--- src/rtl/dzv_pkg.sv ---
// ----------------------------------------------------------------------------
// dzv_pkg: shared definitions for the delta/zigzag/varint encoder
// Types, opcodes and sizes used by the front end, the job queue and the
// byte emitter.
// ----------------------------------------------------------------------------
package dzv_pkg;

    localparam int ID_W       = 64;
    localparam int COUNT_W    = 16;
    localparam int BYTE_W     = 8;
    localparam int GROUP_W    = 7;
    localparam int QUEUE_DEPTH = 2;

    // Opcode carried in the op field of an input item.
    localparam logic OP_START = 1'b0;
    localparam logic OP_ID    = 1'b1;

    // One unit of work for the emitter: the unsigned value to be sent as a varint.
    typedef struct packed {
        logic [ID_W-1:0] value;
    } t_job;

    // Queue status seen by its producer and its consumer.
    typedef struct packed {
        logic full;
        logic empty;
    } t_q_stat;

endpackage

--- src/rtl/dzv_in_if.sv ---
// ----------------------------------------------------------------------------
// dzv_in_if: input channel of the encoder
// Valid/ready channel carrying one start or id item.
// ----------------------------------------------------------------------------
interface dzv_in_if;
    logic                valid;
    logic                ready;
    logic                op;
    logic signed [63:0]  node_id;
    logic        [15:0]  node_count;

    modport source (output valid, output op, output node_id, output node_count,
                    input ready);
    modport sink   (input valid, input op, input node_id, input node_count,
                    output ready);
endinterface

--- src/rtl/dzv_out_if.sv ---
// ----------------------------------------------------------------------------
// dzv_out_if: output channel of the encoder
// Valid/ready channel carrying one byte of the encoded stream.
// ----------------------------------------------------------------------------
interface dzv_out_if;
    logic        valid;
    logic        ready;
    logic [7:0]  out_byte;
    logic        last_byte;

    modport source (output valid, output out_byte, output last_byte, input ready);
    modport sink   (input valid, input out_byte, input last_byte, output ready);
endinterface

--- src/rtl/dzv_front.sv ---
// ----------------------------------------------------------------------------
// dzv_front: item intake and classification
// Accepts items, forms the zigzag-mapped delta or the list length, and
// hands the resulting value to the job queue.
// ----------------------------------------------------------------------------
module dzv_front
    import dzv_pkg::*;
(
    input  logic     i_clk,
    input  logic     i_rst_n,
    dzv_in_if.sink   i_in,
    input  t_q_stat  i_q_stat,
    output logic     o_push,
    output t_job     o_push_job
);

    logic            r_valid;
    t_job            r_job;
    logic [ID_W-1:0] r_prev;
    t_job            n_job;
    logic [ID_W-1:0] n_prev;
    logic [ID_W-1:0] w_delta;
    logic            w_accept;

    assign o_push     = r_valid && !i_q_stat.full;
    assign i_in.ready = !r_valid || !i_q_stat.full;
    assign w_accept   = i_in.valid && i_in.ready;
    assign w_delta    = i_in.node_id - r_prev;

    always_comb begin
        if (i_in.op == OP_START) begin
            n_job.value = {{(ID_W-COUNT_W){1'b0}}, i_in.node_count};
            n_prev      = '0;
        end else begin
            // Zigzag: shift left one place and fold in the sign.
            n_job.value = {w_delta[ID_W-2:0], 1'b0} ^ {ID_W{w_delta[ID_W-1]}};
            n_prev      = i_in.node_id;
        end
    end

    always_ff @(posedge i_clk) begin
        if (!i_rst_n) begin
            r_valid <= 1'b0;
            r_prev  <= '0;
        end else if (w_accept) begin
            r_valid <= 1'b1;
            r_prev  <= n_prev;
        end else if (o_push) begin
            r_valid <= 1'b0;
        end
    end

    always_ff @(posedge i_clk) begin
        if (w_accept) begin
            r_job <= n_job;
        end
    end

    assign o_push_job = r_job;

endmodule

--- src/rtl/dzv_queue.sv ---
// ----------------------------------------------------------------------------
// dzv_queue: job queue between front end and emitter
// Small first-in first-out buffer of values waiting to be emitted.
// ----------------------------------------------------------------------------
module dzv_queue
    import dzv_pkg::*;
#(
    parameter int DEPTH = QUEUE_DEPTH
) (
    input  logic     i_clk,
    input  logic     i_rst_n,
    input  logic     i_push,
    input  t_job     i_push_job,
    input  logic     i_pop,
    output t_job     o_head,
    output t_q_stat  o_stat
);

    localparam int PTR_W = (DEPTH > 1) ? $clog2(DEPTH) : 1;
    localparam int CNT_W = $clog2(DEPTH + 1);
    localparam logic [PTR_W-1:0] LAST_PTR = PTR_W'(DEPTH - 1);
    localparam logic [CNT_W-1:0] FULL_CNT = CNT_W'(DEPTH);

    t_job             r_mem [DEPTH];
    logic [PTR_W-1:0] r_wr_ptr;
    logic [PTR_W-1:0] r_rd_ptr;
    logic [CNT_W-1:0] r_count;
    logic             w_push;
    logic             w_pop;

    assign o_stat.full  = (r_count == FULL_CNT);
    assign o_stat.empty = (r_count == '0);
    assign w_push       = i_push && !o_stat.full;
    assign w_pop        = i_pop && !o_stat.empty;
    assign o_head       = r_mem[r_rd_ptr];

    always_ff @(posedge i_clk) begin
        if (!i_rst_n) begin
            r_wr_ptr <= '0;
            r_rd_ptr <= '0;
            r_count  <= '0;
        end else begin
            if (w_push) begin
                r_wr_ptr <= (r_wr_ptr == LAST_PTR) ? '0 : r_wr_ptr + 1'b1;
            end
            if (w_pop) begin
                r_rd_ptr <= (r_rd_ptr == LAST_PTR) ? '0 : r_rd_ptr + 1'b1;
            end
            if (w_push && !w_pop) begin
                r_count <= r_count + 1'b1;
            end else if (w_pop && !w_push) begin
                r_count <= r_count - 1'b1;
            end
        end
    end

    always_ff @(posedge i_clk) begin
        if (w_push) begin
            r_mem[r_wr_ptr] <= i_push_job;
        end
    end

    // The fill level never goes beyond the depth.
    a_count_bound: assert property (@(posedge i_clk) disable iff (!i_rst_n)
        r_count <= FULL_CNT)
        else $error("queue fill level beyond depth");

    // Producer never pushes into a full queue.
    a_no_overflow: assert property (@(posedge i_clk) disable iff (!i_rst_n)
        o_stat.full |-> !i_push)
        else $error("push into full queue");

    // Consumer never pops an empty queue.
    a_no_underflow: assert property (@(posedge i_clk) disable iff (!i_rst_n)
        o_stat.empty |-> !i_pop)
        else $error("pop from empty queue");

    // A push without a pop raises the fill level by one.
    a_count_step: assert property (@(posedge i_clk) disable iff (!i_rst_n)
        (w_push && !w_pop) |=> (r_count == $past(r_count) + 1'b1))
        else $error("fill level did not follow a push");

endmodule

--- src/rtl/dzv_back.sv ---
// ----------------------------------------------------------------------------
// dzv_back: varint byte emitter
// Takes values from the job queue and sends them seven bits at a time,
// least significant group first, through a registered output stage.
// ----------------------------------------------------------------------------
module dzv_back
    import dzv_pkg::*;
(
    input  logic     i_clk,
    input  logic     i_rst_n,
    input  t_job     i_head,
    input  t_q_stat  i_q_stat,
    output logic     o_pop,
    dzv_out_if.source o_out
);

    logic              r_busy;
    logic [ID_W-1:0]   r_val;
    logic              r_ovalid;
    logic [BYTE_W-1:0] r_obyte;
    logic              r_olast;
    logic [ID_W-1:0]   w_cur;
    logic              w_has;
    logic              w_adv;
    logic              w_step;
    logic              w_last;

    // Continue the value in progress, or start the one at the queue head.
    assign w_cur  = r_busy ? r_val : i_head.value;
    assign w_has  = r_busy || !i_q_stat.empty;
    assign w_adv  = !r_ovalid || o_out.ready;
    assign w_step = w_adv && w_has;
    assign w_last = (w_cur[ID_W-1:GROUP_W] == '0);
    assign o_pop  = w_step && !r_busy;

    always_ff @(posedge i_clk) begin
        if (!i_rst_n) begin
            r_busy   <= 1'b0;
            r_ovalid <= 1'b0;
        end else if (w_step) begin
            r_busy   <= !w_last;
            r_ovalid <= 1'b1;
        end else if (w_adv) begin
            r_ovalid <= 1'b0;
        end
    end

    always_ff @(posedge i_clk) begin
        if (w_step) begin
            r_val   <= w_cur >> GROUP_W;
            r_obyte <= {!w_last, w_cur[GROUP_W-1:0]};
            r_olast <= w_last;
        end
    end

    assign o_out.valid     = r_ovalid;
    assign o_out.out_byte  = r_obyte;
    assign o_out.last_byte = r_olast;

    // A continuation byte is always followed by more of the same value.
    a_cont_busy: assert property (@(posedge i_clk) disable iff (!i_rst_n)
        (w_step && !w_last) |=> r_busy)
        else $error("emitter idle after a continuation byte");

    // The continuation flag and the last flag are never set together.
    a_flag_match: assert property (@(posedge i_clk) disable iff (!i_rst_n)
        r_ovalid |-> (r_obyte[BYTE_W-1] == !r_olast))
        else $error("continuation flag disagrees with last flag");

endmodule

--- src/rtl/delta_zigzag_varint_encoder.sv ---
// ----------------------------------------------------------------------------
// delta_zigzag_varint_encoder: node id list encoder
// Turns start and id items into a base-128 varint byte stream of the list
// length and the zigzag-mapped deltas between successive ids.
// ----------------------------------------------------------------------------
//
//  Channel  Dir  Handshake      Payload
//  i_in     in   valid/ready    op, node_id (signed 64), node_count (16)
//  o_out    out  valid/ready    out_byte (8), last_byte (1)
//
//  Each item yields one to ten bytes, one byte per clock while the output
//  is ready. The front end takes one item per clock until the two-entry
//  queue and its own register are full. Reset is synchronous and active
//  low; it clears the previous id to zero. A stalled output holds its byte;
//  the front end keeps accepting until the queue and its own register are
//  full.
//
// ----------------------------------------------------------------------------
module delta_zigzag_varint_encoder
    import dzv_pkg::*;
#(
    parameter int QDEPTH = QUEUE_DEPTH
) (
    input  logic      i_clk,
    input  logic      i_rst_n,
    dzv_in_if.sink    i_in,
    dzv_out_if.source o_out
);

    // Value handed from the front end into the queue, and the queue head.
    logic    w_push;
    t_job    w_push_job;
    logic    w_pop;
    t_job    w_head;
    t_q_stat w_q_stat;

    // The front end forms the delta against the stored previous id and
    // zigzag-maps it; a start item passes its count through and clears
    // the previous id instead.
    dzv_front u_front (
        .i_clk      (i_clk),
        .i_rst_n    (i_rst_n),
        .i_in       (i_in),
        .i_q_stat   (w_q_stat),
        .o_push     (w_push),
        .o_push_job (w_push_job)
    );

    // The queue decouples intake from emission so that a stalled output
    // does not stop the front end at once.
    dzv_queue #(
        .DEPTH (QDEPTH)
    ) u_queue (
        .i_clk      (i_clk),
        .i_rst_n    (i_rst_n),
        .i_push     (w_push),
        .i_push_job (w_push_job),
        .i_pop      (w_pop),
        .o_head     (w_head),
        .o_stat     (w_q_stat)
    );

    // The emitter shifts each value out seven bits per byte and takes the next
    // value from the queue head only after the last byte of the previous one.
    dzv_back u_back (
        .i_clk    (i_clk),
        .i_rst_n  (i_rst_n),
        .i_head   (w_head),
        .i_q_stat (w_q_stat),
        .o_pop    (w_pop),
        .o_out    (o_out)
    );

endmodule

--- src/flat_wrapper.sv ---
// flat-port wrapper written by rule: the top's interface ports become plain ports
module delta_zigzag_varint_encoder_flat import dzv_pkg::*;
#(
    parameter int QDEPTH = QUEUE_DEPTH
)
  (i_clk, i_rst_n, i_in_valid, i_in_op, i_in_node_id, i_in_node_count, i_in_ready, o_out_valid, o_out_out_byte, o_out_last_byte, o_out_ready);
  dzv_in_if i_in_i ();
  dzv_out_if o_out_i ();
  input  logic i_clk;
  input  logic i_rst_n;
  input wire logic [$bits(i_in_i.valid)-1:0] i_in_valid;
  input wire logic [$bits(i_in_i.op)-1:0] i_in_op;
  input wire logic [$bits(i_in_i.node_id)-1:0] i_in_node_id;
  input wire logic [$bits(i_in_i.node_count)-1:0] i_in_node_count;
  output wire logic [$bits(i_in_i.ready)-1:0] i_in_ready;
  output wire logic [$bits(o_out_i.valid)-1:0] o_out_valid;
  output wire logic [$bits(o_out_i.out_byte)-1:0] o_out_out_byte;
  output wire logic [$bits(o_out_i.last_byte)-1:0] o_out_last_byte;
  input wire logic [$bits(o_out_i.ready)-1:0] o_out_ready;
  assign i_in_i.valid = i_in_valid;
  assign i_in_i.op = i_in_op;
  assign i_in_i.node_id = i_in_node_id;
  assign i_in_i.node_count = i_in_node_count;
  assign i_in_ready = i_in_i.ready;
  assign o_out_valid = o_out_i.valid;
  assign o_out_out_byte = o_out_i.out_byte;
  assign o_out_last_byte = o_out_i.last_byte;
  assign o_out_i.ready = o_out_ready;
  delta_zigzag_varint_encoder #(.QDEPTH(QDEPTH)) u_core (.i_clk(i_clk), .i_rst_n(i_rst_n), .i_in(i_in_i), .o_out(o_out_i));
endmodule
--- config.mk ---
export PLATFORM = sky130hd
export DESIGN_NAME = delta_zigzag_varint_encoder_flat
export DESIGN_NICKNAME = d
export VERILOG_FILES = /design/src/rtl/dzv_pkg.sv /design/src/rtl/dzv_in_if.sv /design/src/rtl/dzv_out_if.sv /design/src/rtl/dzv_front.sv /design/src/rtl/dzv_queue.sv /design/src/rtl/dzv_back.sv /design/src/rtl/delta_zigzag_varint_encoder.sv /design/src/flat_wrapper.sv
export SDC_FILE = /design/constraint.sdc
export NUM_CORES = 1
export LEC_CHECK = 0
export BUFFER_PORTS_ARGS = -buffer_cell sky130_fd_sc_hd__buf_2
export CAP_MARGIN = 20
export CORE_MARGIN = 1
export CORE_UTILIZATION = 55
export CTS_BUF_LIST = sky130_fd_sc_hd__clkbuf_8
export DETAILED_ROUTE_END_ITERATION = 16
export PLACE_DENSITY = 0.73
export SLEW_MARGIN = 20
export SYNTH_ARGS = -nofsm -noshare
export SYNTH_HDL_FRONTEND = slang
export SYNTH_SLANG_ARGS = --single-unit
--- constraint.sdc ---
create_clock -name i_clk -period 9.8 [get_ports i_clk]
set_input_delay 0.49 -clock i_clk [delete_from_list [all_inputs] [get_ports i_clk]]
set_output_delay 0.49 -clock i_clk [all_outputs]
set_load 0.01 [all_outputs]
---- Word-level counts from Yosys, hierarchy flattened ----
Memory sizes are Yosys's and may differ from the RTL's. A register that Yosys moved wholly into a read port is not among the register bits.
Index checks and enable logic that the tools add are counted.
Widths: inputs -> output; s select.
cells by class
  $add $sub $neg .......................... 5
  equal/unequal tests ..................... 1
  muxes and demuxes ....................... 15
  bitwise gates (word level) .............. 1
  reduce and logical (&&, ||, !) cells .... 24
operators with widths
  operator             count
  $mux 64              2
  $sub 64x64->64       1
  $xor 64x64->64       1
  $logic_not 57->1     1
  $mux 16              1
  $mux 1               10
  $logic_and 1x1->1    8
  $logic_not 1->1      8
  $reduce_bool 2->1    3
  $mux 2               2
  $logic_or 1x1->1     3
  $add 1x1->1 const B  2
  $add 2x1->2 const B  1
  $eq 2x2->1 const B   1
  $logic_not 2->1      1
  $sub 2x1->2 const B  1
storage, ports and cells
  register bits after elaboration ......... 201
  RAM bits ................................ 128
  memories kept ........................... 1
memories
  name                  depth  width  read ports  clocked after Yosys merged registers in  write ports  RTL line         source
  u_core.u_queue.r_mem  2      64     1           1                                        1            dzv_queue.sv:24  t_job r_mem [DEPTH];

---- Depth between registers and ports, before layout ----
Gate-level depths: netlist of the first run.
  depth in word-level cells ............... 9
  mapped depth ............................ 16
  depth with buffers taken out ............ 14

---- Modules after synthesis ----
Synthesis of the first run repeated with hierarchy kept, for this count alone.
unflattened totals
  cells, all modules ...................... 1564
  area, all modules ....................... 17634.4 um^2
by module, submodules not included
  module     times used  cells each  area an instance (um^2)  seq. area each (um^2)
  dzv_front  1           1150        9695.5                   3223.1
  dzv_queue  1           224         4870.9                   3943.8
  dzv_back   1           190         3067.9                   2021.9

---- Least setup slack after synthesis of the first run ----
Ideal clock, no wire load.
  path kind ............................... register to register
  from .................................... register u_core.u_back.r_busy
  to ...................................... register u_core.u_back.r_olast, in the netlist u_core.u_back.o_out.last_byte (enable)
  arrival ................................. 3.882 ns
  required time ........................... 9.310 ns
  slack ................................... 5.428 ns
  cell stages (with the launch flop) ...... 6
  buffers on the path ..................... 3
  clock period less this slack ............ 4.372 ns
  cell sequence ........................... dfxtp_1 > clkbuf_1 > clkbuf_1 > clkbuf_1 > nor3_1 > nor2_1
between the ends
  longest elaborated chain between the ends .. 2
RTL lines
  what                      RTL line        source
  start: declaration        dzv_back.sv:17  logic r_busy;
  start signal: assignment  dzv_back.sv:41  r_busy <= !w_last;
  $logic_or 1x1->1          dzv_back.sv:30  assign w_has = r_busy || !i_q_stat.empty;
  $logic_and 1x1->1         dzv_back.sv:32  assign w_step = w_adv && w_has;
  net u_core.u_back.w_step  dzv_back.sv:25  logic w_step;
  end signal: assignment    dzv_back.sv:52  r_olast <= w_last;
  end: declaration          dzv_back.sv:21  logic r_olast;
The timed path passes the listed nets, and every way through them passes these cells.
A chain may end at the register's enable or synchronous reset.

---- Worst setup path in the final report of the first run ----
  from .................................... register u_core.u_front.r_prev[4]
  to ...................................... register u_core.u_front.r_job (netlist bit u_core.u_front.o_push_job[56]) (data pin)
between the ends
  longest elaborated chain between the ends .. 2
RTL lines
  what                      RTL line         source
  start: declaration        dzv_front.sv:19  logic [ID_W-1:0] r_prev;
  start signal: assignment  dzv_front.sv:47  r_prev <= n_prev;
  $sub 64x64->64            dzv_front.sv:28  assign w_delta = i_in.node_id - r_prev;
  $xor 64x64->64            dzv_front.sv:36  n_job.value = {w_delta[ID_W-2:0], 1'b0} ^ {ID_W{w_delta[ID_W-1]}};
  end signal: assignment    dzv_front.sv:55  r_job <= n_job;
  end: declaration          dzv_front.sv:18  t_job r_job;
Every way passes these cells.

==> out/metrics.yaml, run 1 <==
grt:
  grt_pass1_vias: 11100
  grtUsageTotal_pct: 23.0
  grt_pass1_wl_um: 57200
  grt_start_max_net_pins: 96
  grt_antenna_before_repair: 0
  grt.overflow.total: 0
floorplan:
  die_area_um2: 31500
  die_x_um: 177
  rows: 63
  die_h_um: 177
  io-pin-count: 96
  coreArea_um2: 30000
  initial_core_util_pct: 56.5
clocking:
  numCtsBuffers: 53
  clock_sinks: 330
  clk_pin_slew_ns: 0.06
  cts-htree-levels: 2
  cts-resized-gates: 0
  cts-root-buf: "clkbuf_8"
  cts_setup_buffers: 0
  clk_path_buf_depth: 3
  cts_tree: "done"
  insertion_delay_ns: 0.59
  hold_buffers: 0
placement:
  portBuffers: 95
  hpwl_um: 24500
  place_ws_ns: 5.26
  dpl.cell_count: 1974
  routabilityCongestion: 0.897
logic_synthesis:
  syn_avg_cell_area_um2: 10.8
  yosysTopAreaCell: "edfxtp_1"
  synth_top_family_by_area: "compound AO/OA/AOI/OAI gates"
  synth_edf_count: 258
  synthMuxAreaShare_pct: 4.51
  synth_compound_area_share_pct: 13.8
  synth_cell_types: 74
  syn_nets: 1722
  synth.area.top_cells: "edfxtp_1 46%, dfxtp_1 8.5%, ha_1 4.7%"
  syn_inst: 1572
  ys_seq_elements: 330
  synth.most_common_cell: "edfxtp_1"
  ys_warn_count: 0
  synth_ff_type: "edfxtp_1"
  synthAdderAreaFrac_pct: 4.85
  synth_top_area_share_pct: 45.8
  ys_async_sr_fraction_pct: 0
  synthTopCellsByCount: "258 x edfxtp_1, 175 x nand2_1, 103 x nor2_1"
  ys_seq_area_share_pct: 54.3
  synth_simple_gate_area_share_pct: 12.4
  synth_xor_area_share_pct: 6.04
  netlist_area_um2: 16900
finish:
  nets: 1789
  syn2layout_area_growth_pct: 10.6
  multiInputGateArea_um2: 7070
  postLayoutCoreUtil_pct: 62.4
  layout.cells.non_filler: 2074
  regArea_um2: 9200
  n_fill_cell: 2424
  num_antenna_cells: 0
  drive_above_1_share_pct: 12.2
power_and_ir_drop:
  pwr-share-comb_pct: 23.6
  power.net_switching_w: 0.00132
  ir_drop_uv: 136
  total_power_w: 0.00425
  power.internal_w: 0.00293
  power_leakage_nw: 6.67
  switching_share_pct: 31.0
  p_seq_share_pct: 48.2
  powerDensity_nw_per_um2: 227
  p_clk_share_pct: 28.3
setup_path:
  crit_required_ns: 10.11
  startpoint_type: "register"
  end_kind: "register"
  crit_path_max_fanout: 54
  r2r_slack_ns: 5.60
  arrival_ns: 4.51
  reg2regPathDepth: 14
  r2r_end: "u_core.u_front.o_push_job[56]"
  critPathKind: "register to register"
  timing.rr.start: "u_core.u_front.r_prev[4]"
drt:
  final_antenna_net_count: 0
  wl_um: 35300
  met2WireLength_um: 16100
  viasPerCell: 5.67
  dr_wl_met3_um: 1700
  first_pass_iters: 7
  first_iter_violations: 768
  routedWlPerCell_um: 17.0
  vias: 11800
  wl_met1_um: 16800
  highest_layer: "met4"
  drc: 0
sta:
  worst_slack_ns: 5.60
  fmax_mhz: 238
  slew-limit-headroom_pct: 33.3
  min_period_over_period_pct: 42.9
  finalCriticalPeriod_ns: 4.20
  rsz0062_at_grt: "false"
  hold_viol: 0
  final.setup.tns_ns: 0
  skew_ns: 0.0198
  drv_slew: 0
  setup_viol: 0
  tightest_slew_ns: 1.00
hold_path:
  hold_depth: 3
  min_to: "u_core.u_front.r_valid"
  hp-class: "primary input to register"
  hold_start: "i_in_valid"
flow_run:
  drv_cap: 0
status:
  status: "completed"
[state kept, by name, summed over array words and instances, names as in the netlist, named ones only]
| signal | flops |
|---|---|
| u_core.u_queue.r_mem | 128 |
| u_core.u_front.r_prev | 64 |
| u_core.u_front.r_valid | 1 |
| u_core.u_back.r_val | 57 |
| u_core.u_front.o_push_job | 64 |
| u_core.u_back.o_out.valid | 1 |
| u_core.u_back.o_out.last_byte | 1 |
| u_core.u_queue.r_count | 2 |
| u_core.u_queue.r_wr_ptr | 1 |
| u_core.u_back.r_busy | 1 |
| u_core.u_queue.r_rd_ptr | 1 |
| u_core.u_back.o_out.out_byte | 8 |
[logic make-up (layout without fill, tap and decap cells)]
| logic type | Yosys count | count (layout) |
|---|---|---|
| AOI/OAI and AO/OA | 357 | 357 |
| xor gates and xnor gates | 114 | 114 |
| adders and majority gates | 65 | 65 |
| buffers and inverters | 170 | 282 |
| DFF | 330 | 330 |
| muxes | 76 | 76 |
| and+or+nand+nor | 460 | 460 |
[metal layers]
metal	up-vias	global-route usage (%)
met3	68	3.28
met2	328	35.6
met5	-	0
met1	5565	33.6
li1	5789	-
met4	0	6.77
[area by class of cell]
type	instances	share of cell area, %
sequential	330	49.2
multi-input combinational	1072	37.8
clock buffer	54	3.97
timing repair buffer	105	2.98
tap	390	2.61
clock inverter	46	1.90
inverter	77	1.56
[critical path: stages (launching register included)]
cell and delay [ns]:
dfxtp_1 0.33, inv_1 0.04, ha_1 0.32, a21o_1 0.23, a211oi_2 0.27, a21oi_2 0.13
a211oi_1 0.48, nor4_1 0.12, nor2_1 0.24, a21oi_2 0.11, a21oi_2 0.27, xnor2_4 0.17
buf_4 0.68, or2_1 0.39, mux2i_1 0.14
[per-stage QoR]
| stage | hold WS, ns | cell area [um^2] |
|---|---|---|
| floorplan | 0.421 | 16900 |
| global placement | 0.422 | 17600 |
| detailed placement | 0.430 | 17600 |
| CTS | 0.142 | 18700 |
| global route | 0.169 | 18700 |
| finish | 0.174 | 18700 |
[power by group through the flow]
stage / clock network (W) / registers (W) / logic, W
after floorplan: 0 / 0.00202 / 0.000764
after global placement: 0 / 0.00206 / 0.000980
after detailed placement: 0 / 0.00207 / 0.00100
after CTS: 0.00123 / 0.00204 / 0.00101
after global routing: 0.00129 / 0.00207 / 0.00111
final: 0.00120 / 0.00204 / 0.00100
[layout by cell type (no fill, tap or decap), types with 5 or more instances in the layout]
cell and n:
o21a_1 10, clkinv_2 7, o21ai_1 18, buf_4 10, mux2i_1 74, clkinv_1 15
nor2_1 101, a211oi_1 9, o21ai_0 88, o211ai_1 5, dfxtp_1 70, edfxtp_1 258
nand2b_1 7, and3_1 7, nor3_1 17, a21o_1 34, nor4_1 15, buf_2 94
a21oi_1 79, ha_1 64, clkbuf_8 54, xor2_1 28, nand3_1 74, inv_1 89
o21bai_1 8, a21boi_0 67, or3_1 5, nor2b_1 9, nand2_1 174, xnor2_1 84
nand4_1 22, and2_1 7, bufinv_16 5
[worst max path at each step]
stage	cells after the start	startpoint	to
floorplan	5	u_core.u_back.r_busy	u_core.u_back.o_out.last_byte
global placement	14	i_in_node_id[4]	u_core.u_front.o_push_job[61]
detailed placement	14	i_in_node_id[4]	u_core.u_front.o_push_job[56]
CTS	14	u_core.u_front.r_prev[4]	u_core.u_front.o_push_job[56]
global route	14	u_core.u_front.r_prev[4]	u_core.u_front.o_push_job[56]
finish	14	u_core.u_front.r_prev[4]	u_core.u_front.o_push_job[56]
Power figures use the tool's default switching activity.
==> inputs of run 2 (changes only) <==
==> constraint.sdc (replaced) <==
create_clock -name i_clk -period 4.1 [get_ports i_clk]
set_input_delay 0.205 -clock i_clk [delete_from_list [all_inputs] [get_ports i_clk]]
set_output_delay 0.205 -clock i_clk [all_outputs]
set_load 0.01 [all_outputs]
==> run 2 against run 1 <==
Compared with the run above: via count up 4.3%; critical path depth fell by 1; combinational power increased to 2.5 times the previous value; global-route usage is 1.4 points higher; wire length grew 6.8%.
==> out/metrics.yaml, run 2 (same netlist as run 1, synthesis figures left out) <==
setup_path:
  arrival_ns: 3.95  # -0.56 ns
  startpoint_type: "register"
  timing.rr.start: "u_core.u_front.r_prev[0]"
  crit_path_max_fanout: 3  # -94%
  crit_start: "u_core.u_front.r_prev[0]"
  cp-endpoint: "u_core.u_front.o_push_job[61]"
  max_stage_delay_ns: 0.43  # -0.25 ns
  cpMostUsedCell: "a21oi_1"
  cp_num_buf_inv: 0  # -2
  slowest_stage: "or3_1"
  critPathKind: "register to register"
  r2r_slack_ns: 0.45  # -5.15 ns
  crit_family: "compound AO/OA/AOI/OAI gates"
  cp_cell_sequence: "ha_1, fa_1, nor2b_1, o2111ai_1, a21oi_1, o21ba_2, o21ai_1, a21oi_1, a21oi_1, or3_1, and3_1, nor3_1, mux2i_1"
  r2r_end: "u_core.u_front.o_push_job[61]"
  crit_cells: 13  # -1
  end_kind: "register"
  crit_required_ns: 4.40  # -5.71 ns
  reg2regPathDepth: 13  # -1
sta:
  hold_slack_ns: 0.104  # -0.0698 ns
  skew_ns: 0.0294  # +0.00963 ns
  tightest_slew_ns: 0.924  # -0.0769 ns
  setup_viol: 0  # unchanged
  slew-limit-headroom_pct: 38.4  # +5.1 points
  min_period_over_period_pct: 89.0  # +46 points
  final.setup.tns_ns: 0  # unchanged
  finalCriticalPeriod_ns: 3.65  # -0.553 ns
  hold_viol: 0  # unchanged
  rsz0062_at_grt: "false"
  fmax_mhz: 274  # +15%
  drv_slew: 0  # unchanged
placement:
  portBuffers: 95  # unchanged
  routabilityCongestion: 0.919  # +2.5%
  hpwl_um: 25400  # +3.7%
  dpl-instance-area_um2: 17700  # +0.70%
clocking:
  cts-htree-levels: 2  # unchanged
  numCtsBuffers: 54  # +1.9%
  insertion_delay_ns: 0.60  # about the same
  clk_pin_slew_ns: 0.06  # about the same
  cts_tree: "done"
  cts-root-buf: "clkbuf_8"
  clock_sinks: 330  # unchanged
  clk_path_buf_depth: 3  # unchanged
drt:
  first_iter_violations: 944  # +23%
  routedWlPerCell_um: 17.3  # +1.6%
  drc: 0  # unchanged
  vias: 12300  # +4.3%
  first_pass_iters: 5  # -2
  wl_um: 37700  # +6.8%
  viasPerCell: 5.62  # -0.77%
  final_antenna_net_count: 0  # unchanged
floorplan:
  die_h_um: 177  # unchanged
  rows: 63  # unchanged
  coreArea_um2: 30000  # unchanged
  io-pin-count: 96  # unchanged
  die_area_um2: 31500  # unchanged
  initial_core_util_pct: 56.5  # unchanged
  die_x_um: 177  # unchanged
power_and_ir_drop:
  ir_drop_uv: 410  # +200%
  powerDensity_nw_per_um2: 517  # +130%
  power_leakage_nw: 7.10  # +6.5%
  total_power_w: 0.0102  # +140%
finish:
  registers.top_by_ff_count: "u_core.u_queue.r_mem"
  final_cell_area_um2: 19700  # +5.1%
  nets: 1895  # +5.9%
  final_common_cell: "edfxtp_1"
  syn2layout_area_growth_pct: 16.2
  layout_common_cells: "258 x edfxtp_1, 174 x nand2_1, 101 x nor2_1, 94 x buf_2, 88 x o21ai_0"
  largest_reg_flops: 128  # unchanged
  num_antenna_cells: 0  # unchanged
  drive_above_1_share_pct: 13.1  # +0.90 points
status:
  status: "completed"
grt:
  grt_start_max_net_pins: 129  # +34%
  grt.overflow.total: 0  # unchanged
  grt_pass1_wl_um: 60500  # +5.7%
  grt_pass1_vias: 11800  # +6.4%
  grt_antenna_before_repair: 0  # unchanged
  grtUsageTotal_pct: 24.3  # +1.4 points
flow_run:
  drv_cap: 0  # unchanged
hold_path:
  hp-class: "primary input to register"
-- run 2: cell types whose count changed in the layout (fill, tap and decap cells not counted), sizes merged --
cell	previous run	this run
dlygate4sd3	0	81
inv	90	84
clkinv	26	36
clkbuf	54	55
clkinvlp	2	1
buf	105	129
bufinv	5	2
-- run 2: metrics by stage --
| stage | setup WS [ns] | utilization (%) | cells |
|---|---|---|---|
| after floorplan | 0.178 | - | 1572 |
| after global placement | 0.417 | 59.1 | 1987 |
| after detailed placement | 0.234 | 59.1 | 1987 |
| after CTS | 0.243 | 65.3 | 2169 |
| after global routing | 0.275 | 65.6 | 2180 |
| final | 0.451 | 65.6 | 2180 |
-- run 2: repair_timing --
action                                  4_1_cts  5_1_grt
buffers inserted                              0       11
endpoints found under the setup margin        0       15
hold buffers                                 81        0
hold endpoints to repair                     81        0
gates resized for setup                       0        0
-- run 2: how the worst min path moves through the flow --
| stage | end | cells past startpoint | slack (ns) | start |
|---|---|---|---|---|
| 2_1_floorplan | u_core.u_front.r_valid | 2 | 0.34 | i_in_valid |
| 3_3_place_gp | u_core.u_queue.r_mem[0][16] | 0 | 0.43 | u_core.u_front.o_push_job[16] |
| 5_1_grt | u_core.u_back.r_busy | 3 | 0.11 | o_out_ready |
| 3_5_place_dp | u_core.u_queue.r_mem[1][48] | 0 | 0.43 | u_core.u_front.o_push_job[48] |
| 6_report | u_core.u_back.r_busy | 3 | 0.10 | o_out_ready |
| 4_1_cts | u_core.u_back.r_busy | 3 | 0.08 | o_out_ready |
-- run 2: cell type report --
class | instances | area [um^2]
sequential | 330 | 9200
clock inverter | 46 | 275
timing repair buffer | 210 | 1580
clock buffer | 55 | 757
tap | 390 | 488
fill | 2325 | 10300
multi-input combinational | 1072 | 7070
inverter | 77 | 292
-- run 2: worst min-delay path, cell delays in order --
cell	delay (ns)
buf_2	0.07
nor2b_1	0.09
o221a_2	0.29
-- run 2: per-layer routing --
metal  GRT usage [%]  vias to the layer above  wire length [um]
met2            38.7                      360             17300
met5               0                        -                 0
met1            34.4                     5809             17500
met3            3.62                       80              1840
li1                -                     6006                 -
met4            7.91                        0              1100
-- run 2: report_power, final --
group | total (W) | internal [W] | switching [W]
clock | 0.00271 | 0.00139 | 0.00132
sequential | 0.00493 | 0.00458 | 0.000357
combinational | 0.00252 | 0.000986 | 0.00154
total | 0.0102 | 0.00696 | 0.00321
